===== config.mk =====
export PLATFORM = sky130hd
export DESIGN_NAME = fca_ctrl
export DESIGN_NICKNAME = d
export VERILOG_FILES = /design/src/sv/fca_pkg.sv /design/src/sv/fca_ctrl.sv
export SDC_FILE = /design/constraint.sdc
export NUM_CORES = 1
export LEC_CHECK = 0
export BUFFER_PORTS_ARGS = -buffer_cell sky130_fd_sc_hd__buf_4
export CORE_UTILIZATION = 50
export CTS_BUF_LIST = sky130_fd_sc_hd__clkbuf_8
export CTS_CLUSTER_SIZE = 25
export DETAILED_ROUTE_END_ITERATION = 6
export PLACE_DENSITY = 0.85
export REMOVE_ABC_BUFFERS = 1
export SETUP_SLACK_MARGIN = 0.02
export SLEW_MARGIN = 30
export SYNTH_ARGS = -nofsm -noshare
export SYNTH_HDL_FRONTEND = slang
export SYNTH_SLANG_ARGS = --single-unit

===== constraint.sdc =====
create_clock -name i_clk -period 4.1 [get_ports i_clk]
set_input_delay 0.82 -clock i_clk [delete_from_list [all_inputs] [get_ports i_clk]]
set_output_delay 0.82 -clock i_clk [all_outputs]
set_load 0.01 [all_outputs]

===== src/sv/fca_pkg.sv =====
// Shared types and constants of the chain allocator.
package fca_pkg;

    localparam int NUM_BLOCKS = 1024;
    localparam int BLK_W      = 10;

    typedef logic [BLK_W-1:0] t_blk;

    typedef enum logic [1:0] {
        FN_ALLOC  = 2'd0,
        FN_RESIZE = 2'd1,
        FN_FREE   = 2'd2,
        FN_READ   = 2'd3
    } t_func;

    typedef enum logic [1:0] {
        STS_OK      = 2'd0,
        STS_NO_ROOM = 2'd1,
        STS_INVALID = 2'd2
    } t_status;

    typedef enum logic [2:0] {
        S_INIT,
        S_IDLE,
        S_READ,
        S_WALK,
        S_FREE,
        S_POP,
        S_TAIL,
        S_DONE
    } t_state;

    typedef struct packed {
        logic [1:0] func;
        t_blk       block;
        t_blk       block_count;
    } t_in_item;

    typedef struct packed {
        logic [1:0] status;
        t_blk       block_out;
        t_blk       free_count;
    } t_out_item;

    // One entry of the link table: in-use flag and next link.
    typedef struct packed {
        logic used;
        t_blk link;
    } t_link_ent;

    typedef struct packed {
        logic      we;
        t_blk      waddr;
        t_link_ent wdata;
        t_blk      raddr;
    } t_lm_req;

    typedef struct packed {
        logic we;
        t_blk waddr;
        t_blk wdata;
        t_blk raddr;
    } t_sk_req;

endpackage


===== src/sv/fca_ctrl.sv =====
// Sequencer that walks, builds and frees chains through the link and stack memories.
module fca_ctrl import fca_pkg::*; (
    input  logic      i_clk,
    input  logic      i_rst_n,
    input  logic      i_in_valid,
    output logic      o_in_stall,
    input  t_in_item  i_in_item,
    output logic      o_out_valid,
    input  logic      i_out_stall,
    output t_out_item o_out_item,
    output t_lm_req   o_lm_req,
    input  t_link_ent i_lm_rdata,
    output t_sk_req   o_sk_req,
    input  t_blk      i_sk_rdata
);

    t_state    r_state, n_state;
    t_func     r_func, n_func;
    t_blk      r_blk, n_blk;
    t_blk      r_cnt, n_cnt;
    t_blk      r_a, n_a;
    t_blk      r_cur, n_cur;
    t_blk      r_len, n_len;
    logic      r_first, n_first;
    t_blk      r_ft, n_ft;
    t_blk      r_left, n_left;
    logic      r_pend, n_pend;
    t_blk      r_prev, n_prev;
    logic      r_has_prev, n_has_prev;
    t_blk      r_start, n_start;
    t_blk      r_init, n_init;
    t_status   r_status, n_status;
    t_blk      r_bout, n_bout;
    logic      r_fwd_hit, n_fwd_hit;
    t_link_ent r_fwd_data, n_fwd_data;
    logic      r_ovalid, n_ovalid;
    t_out_item r_out, n_out;

    t_lm_req   lm;
    t_sk_req   sk;
    t_link_ent d;
    logic      in_acc;
    logic      d_live;
    t_blk      len1;
    logic      walk_more;
    t_blk      need;
    logic      need_fail;
    logic      alloc_fail;
    logic      out_free;

    // A read that hits the entry written in the same cycle sees the new value.
    assign d          = r_fwd_hit ? r_fwd_data : i_lm_rdata;
    assign d_live     = (r_a != '0) && d.used;
    assign in_acc     = i_in_valid && (r_state == S_IDLE);
    assign len1       = r_len + 1'b1;
    assign walk_more  = len1 < r_cnt;
    assign need       = r_cnt - r_len;
    assign need_fail  = need >= r_ft;
    assign alloc_fail = i_in_item.block_count >= r_ft;
    assign out_free   = !r_ovalid || !i_out_stall;

    // Next state.
    always_comb begin
        n_state = r_state;
        unique case (r_state)
            S_INIT: begin
                if (r_init == t_blk'(NUM_BLOCKS - 1)) n_state = S_IDLE;
            end
            S_IDLE: begin
                if (in_acc) begin
                    unique case (t_func'(i_in_item.func))
                        FN_ALLOC: begin
                            if (i_in_item.block_count == '0 || alloc_fail) n_state = S_DONE;
                            else n_state = S_POP;
                        end
                        FN_RESIZE: begin
                            if (i_in_item.block_count == '0) n_state = S_DONE;
                            else n_state = S_WALK;
                        end
                        FN_FREE: n_state = S_FREE;
                        FN_READ: n_state = S_READ;
                        default: n_state = S_DONE;
                    endcase
                end
            end
            S_READ: n_state = S_DONE;
            S_WALK: begin
                if (!d_live) begin
                    if (r_first || need_fail) n_state = S_DONE;
                    else n_state = S_POP;
                end else if (!walk_more) begin
                    n_state = S_FREE;
                end
            end
            S_FREE: begin
                if (!d_live) n_state = S_DONE;
            end
            S_POP: begin
                if (r_left == '0 && r_pend) n_state = S_TAIL;
            end
            S_TAIL: n_state = S_DONE;
            S_DONE: begin
                if (out_free) n_state = S_IDLE;
            end
            default: n_state = S_IDLE;
        endcase
    end

    // Datapath and memory ports.
    always_comb begin
        lm         = '0;
        sk         = '0;
        n_func     = r_func;
        n_blk      = r_blk;
        n_cnt      = r_cnt;
        n_a        = r_a;
        n_cur      = r_cur;
        n_len      = r_len;
        n_first    = r_first;
        n_ft       = r_ft;
        n_left     = r_left;
        n_pend     = r_pend;
        n_prev     = r_prev;
        n_has_prev = r_has_prev;
        n_start    = r_start;
        n_init     = r_init;
        n_status   = r_status;
        n_bout     = r_bout;
        n_ovalid   = r_ovalid;
        n_out      = r_out;

        if (r_ovalid && !i_out_stall) n_ovalid = 1'b0;

        unique case (r_state)
            S_INIT: begin
                lm.we    = 1'b1;
                lm.waddr = r_init;
                lm.wdata = '0;
                sk.we    = 1'b1;
                sk.waddr = r_init;
                sk.wdata = ~r_init;
                n_init   = r_init + 1'b1;
            end
            S_IDLE: begin
                if (in_acc) begin
                    n_func     = t_func'(i_in_item.func);
                    n_blk      = i_in_item.block;
                    n_cnt      = i_in_item.block_count;
                    n_a        = i_in_item.block;
                    n_len      = '0;
                    n_first    = 1'b1;
                    n_left     = i_in_item.block_count;
                    n_pend     = 1'b0;
                    n_has_prev = 1'b0;
                    n_status   = STS_OK;
                    n_bout     = '0;
                    lm.raddr   = i_in_item.block;
                    if (i_in_item.block_count == '0 &&
                        (t_func'(i_in_item.func) == FN_ALLOC ||
                         t_func'(i_in_item.func) == FN_RESIZE)) begin
                        n_status = STS_INVALID;
                    end else if (t_func'(i_in_item.func) == FN_ALLOC && alloc_fail) begin
                        n_status = STS_NO_ROOM;
                    end
                end
            end
            S_READ: begin
                n_bout = d.link;
            end
            S_WALK: begin
                if (!d_live) begin
                    if (r_first) begin
                        n_status = STS_INVALID;
                    end else if (need_fail) begin
                        n_status = STS_NO_ROOM;
                    end else begin
                        n_left     = need;
                        n_prev     = r_cur;
                        n_has_prev = 1'b1;
                        n_pend     = 1'b0;
                    end
                end else begin
                    n_cur    = r_a;
                    n_first  = 1'b0;
                    n_len    = len1;
                    lm.raddr = d.link;
                    n_a      = d.link;
                    if (!walk_more) begin
                        // Cut the chain here; the tail is freed next.
                        lm.we          = 1'b1;
                        lm.waddr       = r_a;
                        lm.wdata.used  = 1'b1;
                        lm.wdata.link  = '0;
                    end
                end
            end
            S_FREE: begin
                if (d_live) begin
                    lm.we    = 1'b1;
                    lm.waddr = r_a;
                    lm.wdata = '0;
                    lm.raddr = d.link;
                    n_a      = d.link;
                    sk.we    = 1'b1;
                    sk.waddr = r_ft;
                    sk.wdata = r_a;
                    n_ft     = r_ft + 1'b1;
                    n_first  = 1'b0;
                end else begin
                    n_status = r_first ? STS_INVALID : STS_OK;
                    n_bout   = (r_func == FN_RESIZE && !r_first) ? r_blk : '0;
                end
            end
            S_POP: begin
                n_pend = 1'b0;
                if (r_left != '0) begin
                    sk.raddr = r_ft - 1'b1;
                    n_ft     = r_ft - 1'b1;
                    n_left   = r_left - 1'b1;
                    n_pend   = 1'b1;
                end
                if (r_pend) begin
                    if (r_has_prev) begin
                        lm.we         = 1'b1;
                        lm.waddr      = r_prev;
                        lm.wdata.used = 1'b1;
                        lm.wdata.link = i_sk_rdata;
                    end else begin
                        n_start = i_sk_rdata;
                    end
                    n_prev     = i_sk_rdata;
                    n_has_prev = 1'b1;
                end
            end
            S_TAIL: begin
                lm.we         = 1'b1;
                lm.waddr      = r_prev;
                lm.wdata.used = 1'b1;
                lm.wdata.link = '0;
                n_status      = STS_OK;
                n_bout        = (r_func == FN_ALLOC) ? r_start : r_blk;
            end
            S_DONE: begin
                if (out_free) begin
                    n_ovalid         = 1'b1;
                    n_out.status     = r_status;
                    n_out.block_out  = r_bout;
                    n_out.free_count = r_ft;
                end
            end
            default: ;
        endcase

        n_fwd_hit  = lm.we && (lm.waddr == lm.raddr);
        n_fwd_data = lm.wdata;
    end

    always_ff @(posedge i_clk) begin
        if (!i_rst_n) begin
            r_state   <= S_INIT;
            r_init    <= '0;
            r_ft      <= t_blk'(NUM_BLOCKS - 1);
            r_ovalid  <= 1'b0;
            r_fwd_hit <= 1'b0;
            r_pend    <= 1'b0;
        end else begin
            r_state   <= n_state;
            r_init    <= n_init;
            r_ft      <= n_ft;
            r_ovalid  <= n_ovalid;
            r_fwd_hit <= n_fwd_hit;
            r_pend    <= n_pend;
        end
    end

    always_ff @(posedge i_clk) begin
        r_func     <= n_func;
        r_blk      <= n_blk;
        r_cnt      <= n_cnt;
        r_a        <= n_a;
        r_cur      <= n_cur;
        r_len      <= n_len;
        r_first    <= n_first;
        r_left     <= n_left;
        r_prev     <= n_prev;
        r_has_prev <= n_has_prev;
        r_start    <= n_start;
        r_status   <= n_status;
        r_bout     <= n_bout;
        r_fwd_data <= n_fwd_data;
        r_out      <= n_out;
    end

    assign o_in_stall  = (r_state != S_IDLE);
    assign o_out_valid = r_ovalid;
    assign o_out_item  = r_out;
    assign o_lm_req    = lm;
    assign o_sk_req    = sk;

endmodule


### Yosys cells after proc, flatten, opt, wreduce, memory -nomap -nowiden

Cells that the tools add are included.

* logic and storage cells: 184
* output and inout bits: 87
* register bits: 155
* input bits: 47

* order comparisons: 3
* multiplexer cells: 75
* equal/unequal tests: 29
* reductions and logical operators: 45
* bitwise gates (word level): 2
* $add $sub $neg: 6

Operators by type and width (count)
* 10-bit two-way mux: 21
* 22-bit case mux with 5 select lines: 1
* 10-bit case mux with 2 select lines: 4
* 22-bit two-way mux: 3
* 32-bit two-way mux: 2
* 10-bit case mux with 3 select lines: 2
* 21-bit case mux with 2 select lines: 1
* 10-bit case mux with 4 select lines: 1
* 10-bit by 1-bit adder with 10-bit output (second input constant): 3
* 3-bit two-way mux: 8
* 2-bit != test (second input constant): 12
* 21-bit two-way mux: 1
* 3-bit case mux with 7 select lines: 1
* 10-bit greater-or-equal comparator: 2
* 10-bit logical NOT: 2
* 10-bit nonzero test: 2
* 10-bit by 1-bit subtractor with 10-bit output (second input constant): 2
* 2-bit two-way mux: 9
* 6-bit AND reduction: 3
* 1-bit two-way mux: 15
* 3-bit AND reduction: 5
* 5-bit AND reduction: 3
* 3-bit equality test (second input constant): 4
* 3-bit case mux with 4 select lines: 1
* other kinds (27): 52

### Logic depth before layout (Yosys ltp)

Gate-level depths: netlist (run 1).

* word-level depth: 7
* mapped depth: 19
* depth with buffers taken out: 19

### Worst setup path before layout (run 1)

No wires, ideal clock.

* path type: register to register
* start point: reg r_len[0]
* end point: reg r_left[0] (enable)
* setup slack: 0.293 ns
* path buffers: 0
* cell stages (with the launch flop): 18
* library setup time: 0.376 ns
* required time: 3.724 ns
* arrival: 3.431 ns
* cell sequence: edfxtp_1 -> ha_1 -> fa_1 -> inv_1 -> a21oi_1 -> o21bai_1 -> a21o_1 -> a21o_1 -> a21oi_1 -> mux2i_1 -> or2_2 -> ha_1 -> o21a_1 -> o21ai_0 -> nand2b_1 -> a21oi_1 -> o21ai_0 -> nor2_1

* cells in the longest elaborated chain, start to end: 4

Ends and longest elaborated chain
* start: declaration: RTL line fca_ctrl.sv:23 `t_blk r_len, n_len;`
* start signal: assignment: RTL line fca_ctrl.sv:282 `r_len <= n_len;`
* 10-bit subtractor: RTL line fca_ctrl.sv:57 `assign need = r_cnt - r_len;`
* 10-bit greater-or-equal comparator: RTL line fca_ctrl.sv:58 `assign need_fail = need >= r_ft;`
* 2-bit != test (no line)
* 6-bit AND reduction (no line)
* end signal: assignment: RTL line fca_ctrl.sv:284 `r_left <= n_left;`
* end: declaration: RTL line fca_ctrl.sv:26 `t_blk r_left, n_left;`

Every way passes these cells.
A chain may end at the register's enable or synchronous reset.

==> results.md, run 1 <==
- Share of synthesized area occupied by flip-flops and latches: 49.6%
- Leading cell type in the layout, fill and taps excluded: sky130_fd_sc_hd__buf_4
- Min-delay src: r_bout[4]
- Final HPWL from detailed placement: 17200 um
- Ys async rst share: 0%
- Commonest register cell after synthesis: sky130_fd_sc_hd__edfxtp_1
- Global Route Usage Sum: 27.1%
- Hold-fix buffer count after cts: 0
- Final Max Tran Viols: 0
- Maximum clock insertion buffer count: 2
- Residual antenna-violating net count after detailed routing: 0
- Critical-path top delay cell: sky130_fd_sc_hd__edfxtp_1
- Core ar.: 0.0167 mm^2
- Slew HR: 38.9%
- Count of final setup violators: 0
- Arrival time at the worst endpoint: 3270 ps
- Terminus of the critical flop-to-flop path: r_left[6]
- Hold violation count in the final report: 0
- Worst setup path start: r_len[2]
- Initial antenna violation count: 0
- Clock tree from TritonCTS: built
- Initial core utilization: 51.7%
- Per-cell via count in the routed design: 6.09
- Max Clock Skew: 14.7 ps
- Result of the run: finished clean
- Number of fillers in the final layout: 1219
- Final Instance Count excl. Fillers: 1257
- Placed cell count: 1208
- Final worst setup slack: 9.75 ps
- Overall power: 4.08 mW
- Total standard cell area after synthesis: 0.00864 mm^2
- Yosys warnings: 0
- Number of primary I/O pins: 134
- Clock tree root driver cell: sky130_fd_sc_hd__clkbuf_8
- Number of synthesized flops with an enable pin: 118
- Count of buffers inserted at the top-level ports: 133
- Post-place setup slack: 171 ps
- Unique cell type count in the Yosys netlist: 70
- Count of H-tree levels built during CTS: 4
- Drt pass-1 iters: 6
- Shortest clock period the worst path allows after layout: 4090 ps
- Post-detailed-route wirelength per cell: 20.2 um
- Number of max-cap violations: 0
- Number of instances in the synthesized netlist: 869
- Largest net degree at the start of global routing: 34
- Cell Chain, Critical Path: nand2_2 -> nor4_4 -> nand3_2 -> xnor2_2 -> ha_1 -> a211oi_2 -> nor2_2 -> nor2_4 -> nand2_4 -> buf_12 -> a31oi_4 -> inv_2 -> buf_6
- Total area of multi-input combinational cells: 0.00424 mm^2
- Area growth from synthesis to final layout: 24.9%
- CTS sink cnt: 155
- Required @ worst endpoint: 3280 ps
- Delay contributed by the slowest stage of the critical path: 430 ps
- ANT cells: 0
- Horizontal extent of the die: 133 um
- Final WL: 25300 um
- Vias in the first global route: 6904
- Area occupied by registers: 0.00428 mm^2
- Die Y: 133 um
- Startpoint kind of the worst setup timing path: register
- Worst hold path type: reg2reg
- Number of buffers inserted during clock tree synthesis: 17
- Maximum frequency from static timing analysis: 244 MHz
- Total of flip-flops plus latches after synthesis: 155
- Commonest cells after routing, fill and taps aside: sky130_fd_sc_hd__buf_4, sky130_fd_sc_hd__edfxtp_1, sky130_fd_sc_hd__nor2_1
- Period Utilization, post-route: 99.8%
- Reported leakage power: 4.50 nW
- Setup repair after global routing missed its margin: true
- Core occupancy in the finished layout: 64.6%
- Register-to-register setup slack: 160 ps
- Ratio of cells with drive above 1 in the final layout: 25.8%
- Crit path to: o_lm_req[23]
- Worst-Margin Slew: 915 ps
- Worst-path fanout max: 8
- DRC violation count after routing: 0
- Clock transition at path regs: 110 ps
- GP Congestion: 0.926
- Capturing element type of the critical path: output pin
- Depth of the worst register-to-register path: 18
- Global-route wire length before repair: 36400 um
- Critical path type: reg2out
- Peak supply drop: 281 uV
- Launch instance of the worst register-to-register path: r_len[0]
- Per-instance average area after synthesis: 9.94 um^2
- Layout net count: 1116
- Power density relative to cell area: 378 mW/mm^2
- Later-pin clock latency in the skew report: 500 ps
- Total die area: 0.0178 mm^2
- Total grt overflow: 0
- Via count of the routed design: 7655
- Standard-cell row count: 47
- Initial DRC count: 964
state kept, by name, summed over array words and instances, names as in the netlist, 2 cells and up:
name and flops:
o_out_item 22, r_a 10, r_blk 10, r_bout 10
r_cnt 10, r_cur 10, r_ft 10, r_func 2
r_fwd_data 11, r_init 10, r_left 10, r_len 10
r_prev 10, r_start 10, r_state 3, r_status 2
worst min-delay path by stage:
stage / cells past startpoint / endpoint
after floorplan: 0 / o_out_item[10]
after global placement: 0 / o_out_item[13]
after detailed placement: 0 / o_out_item[11]
after CTS: 0 / o_out_item[19]
after global routing: 0 / o_out_item[14]
final: 0 / o_out_item[14]
layer usage:
layer	global-route usage, %	share of wire [%]	routed length [um]	vias to the layer above
li1	-	-	-	3451
met1	34.8	38	9700	3573
met2	42.7	47	12000	534
met3	6.05	10	2630	97
met4	14.6	4.1	1040	0
met5	0	0	0	-
synth_stat cells, drive strengths merged (13+ instances only):
| master | count | area share [%] |
|---|---|---|
| edfxtp | 118 | 41 |
| nor2 | 100 | 4.4 |
| nand2 | 93 | 4.2 |
| inv | 59 | 2.6 |
| o21ai | 59 | 3.5 |
| a21oi | 49 | 2.8 |
| ha | 44 | 6.4 |
| dfxtp | 37 | 8.6 |
| xnor2 | 29 | 2.9 |
| clkbuf | 24 | 1.0 |
| xor2 | 22 | 2.2 |
| a22oi | 20 | 1.7 |
| and3 | 19 | 1.4 |
| nand3 | 18 | 1.0 |
| a21o | 15 | 1.3 |
| a31oi | 14 | 1.3 |
| mux2i | 13 | 1.5 |
| nand2b | 13 | 0.94 |
critical path: cells and delay by family, from the launching register on:
kind                       cells  cell delay (ps)
xor gates and xnor gates       1              180
buffers and inverters          3              350
DFF                            1              430
adders and majority gates      1              350
and+or+nand+nor                6              960
AOI/OAI and AO/OA              2              500
metrics by stage:
| stage | cell area [um^2] | setup TNS (ps) | hold WS, ps |
|---|---|---|---|
| floorplan | 8480 | 0 | 400 |
| global placement | 9920 | 0 | 401 |
| detailed placement | 9930 | 0 | 405 |
| CTS | 10400 | 0 | 431 |
| global route | 10800 | -561 | 435 |
| finish | 10800 | 0 | 430 |
repair_timing:
item                                    in CTS  in global routing
buffers inserted                             2                 14
endpoints found under the setup margin      12                 34
pin swaps                                    1                 22
resized for setup                           10                 58
gates cloned                                 0                  1
cell families (layout without fill, tap and decap cells):
logic type	count (synthesis)	in the layout	share of synthesized area [%]
buffers and inverters	94	262	4.43
adders and majority gates	45	45	6.60
DFF	155	155	49.6
muxes	14	14	1.68
and+or+nand+nor	307	307	17.0
xor gates and xnor gates	51	51	5.17
AOI/OAI and AO/OA	203	203	15.5
final cells by class:
type | instances | share of cell area [%]
sequential | 155 | 39.7
inverter | 59 | 2.05
multi-input combinational | 620 | 39.3
clock buffer | 17 | 2.17
clock inverter | 15 | 1.80
tap | 220 | 2.55
timing repair buffer | 171 | 12.4
power breakdown:
part / leakage, nW / switching, mW / total (mW) / internal, mW
clock network: 0.212 / 0.717 / 1.19 / 0.475
logic: 2.91 / 0.587 / 1.02 / 0.429
registers: 1.37 / 0.0947 / 1.87 / 1.78
total: 4.50 / 1.40 / 4.08 / 2.68
No activity file was read; power rests on OpenSTA's default activity.
==> run 2, diff against run 1 <==
Settings changed: MAX_ROUTING_LAYER set to met4.
==> run 2 against run 1 <==
- worst setup slack improved by 100 ps
- combinational power hardly changed
- register-to-register slack better by 60 ps
- global-route usage rose by 1.2 points
- critical path depth unchanged
- maximum frequency rose by 2.5%
- hold slack worse by 0.70 ps
- wire length shrank 1.6%
- cell area is 0.61% lower
- flip-flop and latch count unchanged
- clock skew rose by 6.9 ps
- non-clock buffer count is 2 lower
- critical path type unchanged
- critical endpoint is now o_lm_req[21]
==> results.md, run 2 (synthesis gave the netlist of run 1 again) <==
- Standard-cell row count: 47 (unchanged)
- Worst-Margin Slew: 791 ps (was 915 ps)
- Initial antenna violation count: 0 (unchanged)
- Global Route Usage Sum: 28.3% (was 27.1%)
- Initial core utilization: 51.7% (unchanged)
- Critical path type: reg2out (unchanged)
- Shortest clock period the worst path allows after layout: 3990 ps (was 4090 ps)
- Final WL: 24900 um (was 25300 um)
- Power density relative to cell area: 379 mW/mm^2 (was 378 mW/mm^2)
- Register-to-register setup slack: 220 ps (was 160 ps)
- Peak supply drop: 238 uV (was 281 uV)
- Reported leakage power: 4.48 nW (was 4.50 nW)
- Vias in the first global route: 7017 (was 6904)
- Initial DRC count: 851 (was 964)
- Launch instance of the worst register-to-register path: r_len[0] (unchanged)
- CTS sink cnt: 155 (unchanged)
- Core occupancy in the finished layout: 64.2% (was 64.6%)
- ANT cells: 0 (unchanged)
- Result of the run: finished clean (unchanged)
- Maximum frequency from static timing analysis: 251 MHz (was 244 MHz)
- GP Congestion: 0.928 (was 0.926)
- Per-cell via count in the routed design: 5.98 (was 6.09)
- Ratio of cells with drive above 1 in the final layout: 25.3% (was 25.8%)
- Drt pass-1 iters: 6 (unchanged)
- Clock tree root driver cell: sky130_fd_sc_hd__clkbuf_8 (unchanged)
- Count of buffers inserted at the top-level ports: 133 (unchanged)
- Post-detailed-route wirelength per cell: 19.9 um (was 20.2 um)
- Die Y: 133 um (unchanged)
- Hold violation count in the final report: 0 (unchanged)
- Later-pin clock latency in the skew report: 480 ps (was 500 ps)
- Slew HR: 47.1% (was 38.9%)
- Startpoint kind of the worst setup timing path: register (unchanged)
- Period Utilization, post-route: 97.3% (was 99.8%)
- Clock transition at path regs: 100 ps (was 110 ps)
- Total die area: 0.0178 mm^2 (unchanged)
- Global-route wire length before repair: 37000 um (was 36400 um)
- Final HPWL from detailed placement: 17300 um (was 17200 um)
- Gate power share: 24.6% (was 24.9%)
- Max FFs per register: 22 (unchanged)
- Worst setup path start: r_len[3] (was r_len[2])
- Count of final setup violators: 0 (unchanged)
- Area growth from synthesis to final layout: 24.1% (was 24.9%)
- Residual antenna-violating net count after detailed routing: 0 (unchanged)
- Maximum clock insertion buffer count: 2 (unchanged)
- Crit path to: o_lm_req[21] (was o_lm_req[23])
- Worst hold path type: reg2reg (unchanged)
- Terminus of the critical flop-to-flop path: r_prev[5] (was r_left[6])
- Largest net degree at the start of global routing: 32 (was 34)
- Clock network fraction of design power: 29.5% (was 29.2%)
- Via count of the routed design: 7509 (was 7655)
- Depth of the worst register-to-register path: 19 (was 18)
- Required @ worst endpoint: 3280 ps (about the same)
- Worst-path fanout max: 4 (was 8)
- Internal power consumption: 2.68 mW (about the same)
- DRC violation count after routing: 0 (unchanged)
- Number of primary I/O pins: 134 (unchanged)
- Arrival time at the worst endpoint: 3170 ps (was 3270 ps)
- Clock tree from TritonCTS: built (unchanged)
- Commonest cells after routing, fill and taps aside: sky130_fd_sc_hd__buf_4, sky130_fd_sc_hd__edfxtp_1, sky130_fd_sc_hd__nor2_1 (unchanged)
- Number of fillers in the final layout: 1275 (was 1219)
- Net switching power: 1.39 mW (was 1.40 mW)
- Horizontal extent of the die: 133 um (unchanged)
- Total grt overflow: 0 (unchanged)
- Count of H-tree levels built during CTS: 4 (unchanged)
- Leading cell type in the layout, fill and taps excluded: sky130_fd_sc_hd__buf_4 (unchanged)
- Max Clock Skew: 21.6 ps (was 14.7 ps)
- Post-DP Area: 0.00993 mm^2 (about the same)
- Final Max Tran Viols: 0 (unchanged)
- Layout net count: 1114 (was 1116)
- Fraction of power spent switching nets: 34.1% (was 34.3%)
- Core ar.: 0.0167 mm^2 (unchanged)
- Post-route cell area: 0.0107 mm^2 (was 0.0108 mm^2)
- Sequential cell fraction of total power: 46.0% (was 45.9%)
- Number of max-cap violations: 0 (unchanged)
- Setup repair after global routing missed its margin: true (unchanged)
- Capturing element type of the critical path: output pin (unchanged)
- Number of buffers inserted during clock tree synthesis: 17 (unchanged)
## run 2: power by group through the flow
stage	logic [mW]	registers [mW]	clock network, mW
final	0.998	1.87	1.20
after global routing	1.07	1.87	1.27
after CTS	0.917	1.86	1.20
after detailed placement	0.900	1.89	0
after global placement	0.882	1.89	0
after floorplan	0.508	1.89	0
## run 2: worst max-delay path, stage by stage (launching register included)
cell and delay, ps:
sky130_fd_sc_hd__edfxtp_1 430, sky130_fd_sc_hd__nand2_2 110, sky130_fd_sc_hd__nor4_4 390, sky130_fd_sc_hd__nand3_2 140
sky130_fd_sc_hd__xnor2_2 170, sky130_fd_sc_hd__ha_1 320, sky130_fd_sc_hd__a211oi_2 180, sky130_fd_sc_hd__nor2_1 90
sky130_fd_sc_hd__nor2_2 220, sky130_fd_sc_hd__buf_4 160, sky130_fd_sc_hd__a211o_1 130, sky130_fd_sc_hd__and3_4 200
sky130_fd_sc_hd__inv_1 40, sky130_fd_sc_hd__buf_4 130
## run 2: how the worst min path moves through the flow
stage / from / endpoint / depth (start not counted)
final: r_status[0] / o_out_item[20] / 0
after CTS: r_bout[1] / o_out_item[11] / 0
after global routing: r_status[0] / o_out_item[20] / 0
after global placement: r_bout[9] / o_out_item[19] / 0
after floorplan: r_bout[0] / o_out_item[10] / 0
after detailed placement: r_bout[4] / o_out_item[14] / 0
## run 2: stage by stage
| stage | power [mW] | std cells | setup TNS [ps] | hold slack [ps] | setup WS, ps |
|---|---|---|---|---|---|
| CTS | 3.98 | 1243 | 0 | 429 | 55.5 |
| global route | 4.21 | 1255 | -51.4 | 433 | -36.2 |
| global placement | 2.77 | 1209 | 0 | 403 | 318 |
| finish | 4.06 | 1255 | 0 | 429 | 110 |
| floorplan | 2.39 | 834 | 0 | 400 | 268 |
| detailed placement | 2.79 | 1209 | 0 | 405 | 205 |
## run 2: per-layer routing
metal | up-vias | routed length [um] | track usage, %
met3 | 62 | 2530 | 5.18
met5 | - | 0 | -
met1 | 3557 | 9700 | 36.4
li1 | 3439 | - | -
met2 | 451 | 11900 | 44.0
met4 | 0 | 749 | 11.9
## run 2: final cells by class
type / count / area (um^2) / share of cell area (%)
Multi-Input combinational cell: 620 / 4200 / 39.2
Clock buffer: 17 / 234 / 2.18
Sequential cell: 155 / 4280 / 40.0
Timing Repair Buffer: 169 / 1320 / 12.3
Tap cell: 220 / 275 / 2.57
Inverter: 59 / 221 / 2.07
Clock inverter: 15 / 194 / 1.81
## run 2: repair_timing
| item | 4_1_cts | 5_1_grt |
|---|---|---|
| gates resized for setup | 9 | 49 |
| gates cloned | 0 | 1 |
| setup buffers | 2 | 11 |
| pin swaps | 0 | 9 |
| hold buffers | 0 | 0 |
| setup endpoints to repair | 12 | 33 |
==> run 3, diff against run 2 <==
Settings changed: RECOVER_POWER set to 25.
==> run 3 against run 2 <==
- combinational power decreased by 2%
- worst setup slack got worse by 13 ps
- critical path depth unchanged
- power decreased by 0.41%
- flip-flop and latch count unchanged
- cell count unchanged
- largest power group unchanged
==> results.md, run 3 (synthesis gave the netlist of run 1 again) <==
- Initial core utilization: 51.7% (unchanged)
- Commonest cells after routing, fill and taps aside: sky130_fd_sc_hd__edfxtp_1, sky130_fd_sc_hd__buf_4, sky130_fd_sc_hd__nor2_1 (was sky130_fd_sc_hd__buf_4, sky130_fd_sc_hd__edfxtp_1, sky130_fd_sc_hd__nor2_1)
- Critical path type: reg2out (unchanged)
- Post-Route Hold Slack: 429 ps (about the same)
- Later-pin clock latency in the skew report: 480 ps (about the same)
- Core ar.: 0.0167 mm^2 (unchanged)
- Residual antenna-violating net count after detailed routing: 0 (unchanged)
- Number of max-cap violations: 0 (unchanged)
- Count of final setup violators: 0 (unchanged)
- Number of primary I/O pins: 134 (unchanged)
- Core occupancy in the finished layout: 62.9% (was 64.2%)
- Area growth from synthesis to final layout: 21.7% (was 24.1%)
- Area occupied by registers: 0.00428 mm^2 (unchanged)
- Setup repair after global routing missed its margin: true (unchanged)
- Ratio of cells with drive above 1 in the final layout: 19.9% (was 25.3%)
- Power density relative to cell area: 385 mW/mm^2 (was 379 mW/mm^2)
- Required @ worst endpoint: 3280 ps (about the same)
- Standard-cell row count: 47 (unchanged)
- Horizontal extent of the die: 133 um (unchanged)
- Number of buffers inserted during clock tree synthesis: 17 (unchanged)
- Clock tree root driver cell: sky130_fd_sc_hd__clkbuf_8 (unchanged)
- Worst hold path type: reg2reg (unchanged)
- Per-cell via count in the routed design: 6.00 (was 5.98)
- Post-place setup slack: 205 ps (unchanged)
- Startpoint kind of the worst setup timing path: register (unchanged)
- Final HPWL from detailed placement: 17300 um (unchanged)
- Maximum frequency from static timing analysis: 250 MHz (was 251 MHz)
- GP Congestion: 0.928 (unchanged)
- Overall power: 4.04 mW (was 4.06 mW)
- Hold violation count in the final report: 0 (unchanged)
- Hold-fix buffer count after cts: 0 (unchanged)
- Final WL: 25000 um (was 24900 um)
- Initial DRC count: 904 (was 851)
- Maximum clock insertion buffer count: 2 (unchanged)
- Slew HR: 45.4% (was 47.1%)
- Arrival time at the worst endpoint: 3180 ps (was 3170 ps)
- CTS sink cnt: 155 (unchanged)
- Via count of the routed design: 7524 (was 7509)
- Final Instance Count excl. Fillers: 1255 (unchanged)
- Max Clock Skew: 20.7 ps (was 21.6 ps)
- Result of the run: finished clean (unchanged)
- Worst-Margin Slew: 815 ps (was 791 ps)
- Global-route wire length before repair: 37000 um (unchanged)
- Leading cell type in the layout, fill and taps excluded: sky130_fd_sc_hd__edfxtp_1 (was sky130_fd_sc_hd__buf_4)
- Capturing element type of the critical path: output pin (unchanged)
- Peak supply drop: 238 uV (about the same)
- Period Utilization, post-route: 97.6% (was 97.3%)
- Global Route Usage Sum: 28.3% (unchanged)
- ANT cells: 0 (unchanged)
- Total grt overflow: 0 (unchanged)
- Max FFs per register: 22 (unchanged)
- Drt pass-1 iters: 6 (unchanged)
- Total area of multi-input combinational cells: 0.00420 mm^2 (unchanged)
- Clock transition at path regs: 100 ps (about the same)
- Post-detailed-route wirelength per cell: 19.9 um (about the same)
- Total die area: 0.0178 mm^2 (unchanged)
- Layout net count: 1114 (unchanged)
- Die Y: 133 um (unchanged)
- Largest net degree at the start of global routing: 32 (unchanged)
- Shortest clock period the worst path allows after layout: 4000 ps (was 3990 ps)
- Reported leakage power: 4.27 nW (was 4.48 nW)
- Count of buffers inserted at the top-level ports: 133 (unchanged)
- Count of H-tree levels built during CTS: 4 (unchanged)
- Number of fillers in the final layout: 1343 (was 1275)
- Vias in the first global route: 7017 (unchanged)
- Final Max Tran Viols: 0 (unchanged)
- Initial antenna violation count: 0 (unchanged)
- Placed cell count: 1209 (unchanged)
- Clock tree from TritonCTS: built (unchanged)
- Final worst setup slack: 97.6 ps (was 110 ps)
- DRC violation count after routing: 0 (unchanged)
- Worst-path fanout max: 4 (unchanged)
run 3: routing by layer:
metal | track usage, % | vias up | wire, um
li1 | - | 3435 | -
met1 | 36.4 | 3555 | 10100
met2 | 44.0 | 459 | 11800
met3 | 5.18 | 75 | 2300
met4 | 11.9 | 0 | 813
met5 | - | - | 0
run 3: stage by stage:
| step | cell area, um^2 | setup TNS [ps] |
|---|---|---|
| after floorplan | 8480 | 0 |
| after global placement | 9920 | 0 |
| after detailed placement | 9930 | 0 |
| after CTS | 10400 | 0 |
| after global routing | 10500 | -51.4 |
| final | 10500 | 0 |
run 3: final timing paths:
check	startpoint	end	slack (ps)	depth (start not counted)
setup / recovery	r_len[3]	o_lm_req[21]	100	13
hold / removal	r_status[0]	o_out_item[20]	430	0
setup reg to reg	r_len[0]	r_prev[5]	220	19
hold reg to reg	r_status[0]	o_out_item[20]	430	0
run 3: report_power, final:
part | total, mW | internal (mW) | switching [mW]
clock | 1.20 | 0.476 | 0.720
combinational | 0.982 | 0.407 | 0.574
sequential | 1.87 | 1.78 | 0.0896
total | 4.04 | 2.66 | 1.38
run 3: final cells by class:
class	instances	area share, %
clock inverters	15	1.84
well taps	220	2.62
clock buffers	17	2.23
flip-flops and latches	155	40.8
repair buffers	169	10.5
multi-input cells	620	39.9
inverters	59	2.11
run 3: critical path: stages, from the launching register on:
cell and delay (ps):
sky130_fd_sc_hd__edfxtp_1 430, sky130_fd_sc_hd__nand2_2 100, sky130_fd_sc_hd__nor4_4 390, sky130_fd_sc_hd__nand3_2 150, sky130_fd_sc_hd__xnor2_2 170, sky130_fd_sc_hd__ha_1 320
sky130_fd_sc_hd__a211oi_2 180, sky130_fd_sc_hd__nor2_1 90, sky130_fd_sc_hd__nor2_2 220, sky130_fd_sc_hd__buf_4 160, sky130_fd_sc_hd__a211o_1 140, sky130_fd_sc_hd__and3_4 200
sky130_fd_sc_hd__inv_1 40, sky130_fd_sc_hd__buf_4 130
run 3: timing repair:
action	4_1_cts	5_1_grt
resized for setup	9	49
setup endpoints to repair	12	33
gates cloned	0	1
buffers inserted	2	11
pin swaps	0	9
